--- config.mk ---
export PLATFORM = sky130hd
export DESIGN_NAME = mips_alu_with_hi_lo_core
export DESIGN_NICKNAME = d
export VERILOG_FILES = /design/src/rtl/mahl_pkg.sv /design/src/rtl/mahl_hilo.sv /design/src/rtl/mahl_alu.sv /design/src/rtl/mips_alu_with_hi_lo_core.sv
export SDC_FILE = /design/constraint.sdc
export NUM_CORES = 2
export LEC_CHECK = 0
export ABC_AREA = 1
export CORE_MARGIN = 4
export CORE_UTILIZATION = 30
export CTS_CLUSTER_DIAMETER = 120
export DETAILED_ROUTE_END_ITERATION = 10
export DONT_BUFFER_PORTS = 1
export HOLD_SLACK_MARGIN = 0.02
export SLEW_MARGIN = 0
export SYNTH_ARGS = -nofsm -noshare
export SYNTH_HDL_FRONTEND = slang
export SYNTH_SLANG_ARGS = --single-unit
--- constraint.sdc ---
create_clock -name clk -period 11 [get_ports clk]
set_clock_uncertainty 0.2 [all_clocks]
set_input_delay 0 -clock clk [delete_from_list [all_inputs] [get_ports clk]]
set_output_delay 0 -clock clk [all_outputs]
set_load 0.1 [all_outputs]
--- src/rtl/mahl_pkg.sv ---
// Shared types for the MIPS-style ALU with HI/LO: command codes, beat
// structs and the HI/LO state and update groups. No dependencies.
package mahl_pkg;

  localparam int unsigned WordW  = 32;
  localparam int unsigned CmdW   = 5;
  localparam int unsigned ShamtW = 5;
  localparam int unsigned UpperShift = 16;

  typedef enum logic [CmdW-1:0] {
    CMD_ADD_CHK  = 5'd0,
    CMD_ADD_WRAP = 5'd1,
    CMD_SUB_CHK  = 5'd2,
    CMD_AND      = 5'd3,
    CMD_OR       = 5'd4,
    CMD_XOR      = 5'd5,
    CMD_NOR      = 5'd6,
    CMD_NAND     = 5'd7,
    CMD_SLT      = 5'd8,
    CMD_SLL      = 5'd9,
    CMD_SRL      = 5'd10,
    CMD_SRA      = 5'd11,
    CMD_MULT     = 5'd12,
    CMD_MULTU    = 5'd13,
    CMD_MFHI     = 5'd14,
    CMD_MFLO     = 5'd15,
    CMD_LUI      = 5'd16
  } cmd_t;

  typedef struct packed {
    logic        [CmdW-1:0]   command;
    logic signed [WordW-1:0]  operand_a;
    logic signed [WordW-1:0]  operand_b;
    logic        [ShamtW-1:0] shift_amount;
  } in_beat_t;

  typedef struct packed {
    logic signed [WordW-1:0] result;
    logic                    overflow;
    logic                    hilo_overwrite;
  } out_beat_t;

  typedef struct packed {
    logic [WordW-1:0] hi;
    logic [WordW-1:0] lo;
    logic             pending;
  } hilo_state_t;

  typedef struct packed {
    logic             write_product;
    logic             clear_pending;
    logic [WordW-1:0] hi;
    logic [WordW-1:0] lo;
  } hilo_upd_t;

endpackage

--- src/rtl/mahl_hilo.sv ---
// HI/LO product registers and the pending mark.
// Depends on mahl_pkg for the state and update structs.
module mahl_hilo (
  input  logic                 clk,
  input  logic                 rst_n,
  input  logic                 en,
  input  mahl_pkg::hilo_upd_t  upd,
  output mahl_pkg::hilo_state_t state
);
  import mahl_pkg::*;

  logic [WordW-1:0] hi_r, hi_nxt;
  logic [WordW-1:0] lo_r, lo_nxt;
  logic             pending_r, pending_nxt;

  always_comb begin
    hi_nxt      = hi_r;
    lo_nxt      = lo_r;
    pending_nxt = pending_r;
    if (en) begin
      if (upd.write_product) begin
        hi_nxt      = upd.hi;
        lo_nxt      = upd.lo;
        pending_nxt = 1'b1;
      end else if (upd.clear_pending) begin
        pending_nxt = 1'b0;
      end
    end
  end

  always_ff @(posedge clk) begin
    if (!rst_n) begin
      hi_r      <= '0;
      lo_r      <= '0;
      pending_r <= 1'b0;
    end else begin
      hi_r      <= hi_nxt;
      lo_r      <= lo_nxt;
      pending_r <= pending_nxt;
    end
  end

  assign state = '{hi: hi_r, lo: lo_r, pending: pending_r};

endmodule

--- src/rtl/mahl_alu.sv ---
// Single-pass ALU datapath: logic, shifts, add/sub with overflow, and the
// 33x33 multiply that feeds HI/LO. Depends on mahl_pkg.
module mahl_alu (
  input  mahl_pkg::in_beat_t    item,
  input  mahl_pkg::hilo_state_t state,
  output mahl_pkg::out_beat_t   res,
  output mahl_pkg::hilo_upd_t   upd
);
  import mahl_pkg::*;

  logic        [WordW-1:0]   a, b, sum, diff;
  logic                      mul_signed;
  logic signed [WordW:0]     ma, mb;
  logic signed [2*WordW+1:0] prod;

  assign a    = item.operand_a;
  assign b    = item.operand_b;
  assign sum  = a + b;
  assign diff = a - b;

  // Extend to 33 bits so one signed multiplier serves mult and multu.
  assign mul_signed = (item.command == CMD_MULT);
  assign ma   = $signed({mul_signed & a[WordW-1], a});
  assign mb   = $signed({mul_signed & b[WordW-1], b});
  assign prod = ma * mb;

  always_comb begin
    res = '0;
    upd = '{write_product: 1'b0, clear_pending: 1'b0,
            hi: prod[2*WordW-1:WordW], lo: prod[WordW-1:0]};
    unique case (item.command)
      CMD_ADD_CHK: begin
        res.result   = sum;
        res.overflow = ~(a[WordW-1] ^ b[WordW-1]) & (a[WordW-1] ^ sum[WordW-1]);
      end
      CMD_ADD_WRAP: res.result = sum;
      CMD_SUB_CHK: begin
        res.result   = diff;
        res.overflow = (a[WordW-1] ^ b[WordW-1]) & (a[WordW-1] ^ diff[WordW-1]);
      end
      CMD_AND:  res.result = a & b;
      CMD_OR:   res.result = a | b;
      CMD_XOR:  res.result = a ^ b;
      CMD_NOR:  res.result = ~(a | b);
      CMD_NAND: res.result = ~(a & b);
      CMD_SLT:  res.result = {{(WordW-1){1'b0}}, item.operand_a < item.operand_b};
      CMD_SLL:  res.result = b << item.shift_amount;
      CMD_SRL:  res.result = b >> item.shift_amount;
      CMD_SRA:  res.result = item.operand_b >>> item.shift_amount;
      CMD_MULT, CMD_MULTU: begin
        res.result         = prod[WordW-1:0];
        res.hilo_overwrite = state.pending;
        upd.write_product  = 1'b1;
      end
      CMD_MFHI: begin
        res.result        = state.hi;
        upd.clear_pending = 1'b1;
      end
      CMD_MFLO: begin
        res.result        = state.lo;
        upd.clear_pending = 1'b1;
      end
      CMD_LUI:  res.result = b << UpperShift;
      default:  res = '0;  // undefined commands: zero result, state untouched
    endcase
  end

endmodule

--- src/rtl/mips_alu_with_hi_lo_core.sv ---
// Top level of the MIPS-style ALU with HI/LO multiply registers.
// Depends on mahl_pkg, mahl_alu and mahl_hilo.
//
// One beat in, one beat out, one per clock when the output side keeps up.
// A beat accepted on in_* is held in the input register, passes through
// the ALU (one 33x33 multiply as the longest path) and lands in the output
// register, from which its result shows on out_*. HI/LO and the pending
// mark update as the beat moves into the output register, so an mfhi or
// mflo right behind a multiply sees the new product. Both registers advance
// together whenever the output is empty or taken; out_stall holds them and
// propagates to in_stall only while the input register is full. Reset
// clears HI, LO and the pending mark.
module mips_alu_with_hi_lo_core (
  input  logic                clk,
  input  logic                rst_n,
  input  logic                in_valid,
  output logic                in_stall,
  input  mahl_pkg::in_beat_t  in_beat,
  output logic                out_valid,
  input  logic                out_stall,
  output mahl_pkg::out_beat_t out_beat
);
  import mahl_pkg::*;

  logic        s1_valid_r, s1_valid_nxt;
  in_beat_t    s1_beat_r;
  logic        out_valid_r, out_valid_nxt;
  out_beat_t   out_beat_r;
  logic        advance;
  logic        s1_load;
  logic        s1_fire;
  out_beat_t   alu_res;
  hilo_upd_t   hilo_upd;
  hilo_state_t hilo_state;

  // Advance the output register when it is empty or being taken.
  assign advance  = !out_valid_r || !out_stall;
  // Fill the input register whenever it is empty or draining.
  assign s1_load  = advance || !s1_valid_r;
  assign s1_fire  = s1_valid_r && advance;
  // Hold the input side only while the input register cannot drain.
  assign in_stall = s1_valid_r && !advance;

  always_comb begin
    s1_valid_nxt  = s1_valid_r;
    out_valid_nxt = out_valid_r;
    if (advance) begin
      out_valid_nxt = s1_valid_r;
    end
    if (s1_load) begin
      s1_valid_nxt = in_valid;
    end
  end

  always_ff @(posedge clk) begin
    if (!rst_n) begin
      s1_valid_r  <= 1'b0;
      out_valid_r <= 1'b0;
    end else begin
      s1_valid_r  <= s1_valid_nxt;
      out_valid_r <= out_valid_nxt;
    end
  end

  // Payload registers: load when their side moves, hold otherwise.
  always_ff @(posedge clk) begin
    if (s1_load) begin
      s1_beat_r  <= in_beat;
    end
    if (advance) begin
      out_beat_r <= alu_res;
    end
  end

  mahl_alu u_alu (
    .item  (s1_beat_r),
    .state (hilo_state),
    .res   (alu_res),
    .upd   (hilo_upd)
  );

  // Commit HI/LO only for a real beat moving into the output register.
  mahl_hilo u_hilo (
    .clk   (clk),
    .rst_n (rst_n),
    .en    (s1_fire),
    .upd   (hilo_upd),
    .state (hilo_state)
  );

  assign out_valid = out_valid_r;
  assign out_beat  = out_beat_r;

endmodule

==> results by group <==
Status
  – Outcome: finished clean

Die
  – Die Wd: approximately 440 um
  – Vertical die dimension: 442.5 um
  – Initial Util: 30.16%
  – Area inside the core boundary: 187,800 um2
  – Die Outline Area: 195,800 um2
  – Standard-cell rows: 159
  – Count of boundary I/O pins: 114

Yosys
  – Syn nets: 9,248
  – Yosys cell types: 58
  – YS warnings: 0
  – Dominant combinational cell family by area after synthesis: adder cells
  – Sequential cell area fraction in the yosys report: 8.093%
  – Synthesized-area fraction occupied by adder cells: ~47%
  – FF+latch count, synth: around 180
  – Post-synthesis instance area: 56,650 um2
  – Share of synthesized area spent on multiplexers: 0.1414%
  – Number of synthesized flops with an enable pin: 108
  – XOR/XNOR share of the synthesized area: 0.4948%
  – Synthesized-area fraction occupied by ao, oa, aoi and oai cells: under 10%
  – Synth Area in Simple Gates: 21.62%
  – Post-synth ARST share: 0%
  – Mapped Avg Cell Area: 7.323 um2
  – Gate Count Post-Synth: 7,735
  – Predominant post-synthesis flop cell: edfxtp_1

Routing
  – Count of routing violations after the opening detailed-route iteration: roughly 5,600
  – Vias: 51,240
  – Count of nets left with antenna violations after detail routing: 0
  – Number of search-and-repair iterations in the first detailed-routing pass: 7
  – Average wire per cell in the routed design: 22.94 um
  – Post-Route WL: 233,300 um
  – Vias per std cell: between 5 and 6
  – DRC: 0

Clocking
  – Worst skew pair latency: 0.57 ns
  – # Post-CTS Setup Buffers: 0
  – TritonCTS clock tree: built
  – Clock sinks: around 180
  – CTS resizes: 0
  – CTS root buf: clkbuf_16
  – Clock edge transition at the registers on the reported setup and hold paths: 0.12 ns
  – Number of buffers created by CTS: 17
  – Clock Tree Buf Depth: 2
  – Maximum level of the CTS H-tree: 4

Layout
  – Total number of nets in the final design: 9,166
  – Ratio of cells with drive above 1 in the final layout: just under 3%
  – Area grow syn2layout: 8.155%
  – Total non-filler cell area in the finished layout: roughly 61,000 um2
  – Final core utilization: approximately 33%

Timing
  – Relative slew slack: 16.29%
  – Final-report setup violation count: 0
  – Final hold vios: 0
  – Number of max-slew violations in the final report: 0
  – Crit path time final: 9.725 ns
  – Setup TNS Final: 0 ns
  – Final cycle utilization of the critical path: 88.41%
  – Unrepaired setup endpoints after global routing: false
  – Worst-margin pin slew: 1.256 ns
  – Maximum achievable frequency: between 100 and 150 MHz

Global routing
  – Pin count of the biggest net entering global routing: 73
  – GRT overflow: 0
  – Global-route wire length before repair: 347,300 um
  – Number of antenna violations at the first check in global routing: 17
  – Vias in the first global route: 53,260
  – Global-route usage over all layers: 23.76%

Placed design
  – Half-perimeter wire length after detailed placement: 193,600 um
  – Global placement routability congestion: between 1 and 1.5
  – Placed instance area: 59,110 um2
  – Number of buffers added on ports: 0

Setup path
  – Cell occurring most often along the worst timing path: fa_1
  – Critical-path cell with the highest stage delay: fa_1
  – Crit path max fanout: 30
  – Type of the worst setup path: register to register
  – CP endpoint kind: register
  – Worst Setup Start Kind: register
  – Delay of the slowest cell on the worst path: 0.89 ns
  – Arrival time worst endpoint: 9.97 ns
  – Required time at the worst-slack endpoint: 11.25 ns

Min path
  – Hold/Removal Path Class: input port to register

Job
  – Maxcap violations: 0
## worst paths after layout
check	startpoint	to	slack, ns	cells past startpoint
setup / recovery	s1_beat_r[70]	u_hilo.hi_r[24]	1.28	25
hold / removal	in_beat[49]	s1_beat_r[49]	0.08	1
setup reg to reg	s1_beat_r[70]	u_hilo.hi_r[24]	1.28	25
hold reg to reg	u_hilo.lo_r[4]	u_hilo.lo_r[4]	0.26	2
## registers in the layout, indices dropped and copies added, names as in the netlist
signal            flops
s1_beat_r            74
out_valid             1
s1_valid_r            1
u_hilo.lo_r          32
u_hilo.hi_r          32
out_beat             34
u_hilo.pending_r      1
## cell usage after synthesis (17+ instances only)
cell      number  area (um2)
nand2_1     2053        7706
inv_1       1984        7447
fa_1        1127       22560
nor2_1       462        1734
nand3_1      327        1637
ha_1         308        3854
clkbuf_1     265       994.7
a21oi_1      230        1151
o21ai_0      222        1111
edfxtp_1     108        3243
nand4_1       74       462.9
buf_2         68       340.3
dfxtp_1       67        1341
o21ai_1       51       255.2
o211ai_1      44       330.3
o22ai_1       33       206.5
nor3_1        28       140.1
o21a_1        25       187.7
o21bai_1      23       172.7
inv_2         21       78.83
xor2_1        19       166.4
buf_1         17       63.81
## metrics by stage
stage | cells | worst slack [ns] | hold slack [ns]
floorplan | 7735 | 3.296 | -0.1011
global route | 10160 | 0.8924 | 0.03394
detailed placement | 9978 | 1.434 | -0.1011
CTS | 10160 | 1.355 | 0.02285
global placement | 9978 | 1.525 | -0.1011
finish | 10170 | 1.275 | 0.07639
## layer usage
metal	vias up	routed length [um]	track usage, %
li1	22480	-	-
met1	25910	96490	31.27
met2	2333	106900	38.57
met3	509	17630	3.539
met4	4	12220	10.95
met5	-	31	0
## logic make-up after synthesis
family,Yosys count
AOI/OAI and AO/OA,685
DFF,175
xor gates and xnor gates,32
adders and majority gates,1435
buffers and inverters,2384
muxes,8
and+or+nand+nor,3016
## placed cells by master, fill, tap and decap left out, types with 7 or more instances in the layout
master         count
nand4_1           74
fa_1            1127
nor2_2             8
dfxtp_1           67
mux2i_1            8
nand2_2            7
inv_2             21
xnor2_1           13
dlygate4sd3_1    150
nand3b_1          15
o211ai_1          44
o21a_1            25
o2111ai_1         12
or2_1              9
nor4_1             9
o21bai_1          23
buf_4            123
nand2_1         2052
edfxtp_1         108
nor2_1           461
o22ai_1           33
o21ai_1           51
nor2_4            11
ha_1             308
nand3_1          327
o21ai_0          222
a21boi_0           9
a21oi_1          230
inv_1           1983
xor2_1            19
nor3_1            28
clkbuf_16         17
## critical path: cells and delay by family (launching register included)
kind / cells / cell delay [ns]
simple gates: 10 / 2.59
flops: 1 / 0.54
fa+ha+maj: 9 / 5.12
buf+inv: 6 / 1.07
## area by class of cell
class	instances	area, um2
multi-input cells	5176	42910
diodes	6	15.01
clock inverters	15	196.4
fillers	20230	126500
flip-flops and latches	175	4584
well taps	2495	3122
repair buffers	275	2465
clock buffers	17	425.4
inverters	2008	7545
## repair_timing
action,CTS,global route
endpoints found under the hold margin,141,0
hold buffers,151,0
endpoints found under the setup margin,0,0
Power is left out: the tool's default activity adds up to more than one toggle a clock period on the data nets, which glitch-free logic cannot reach.
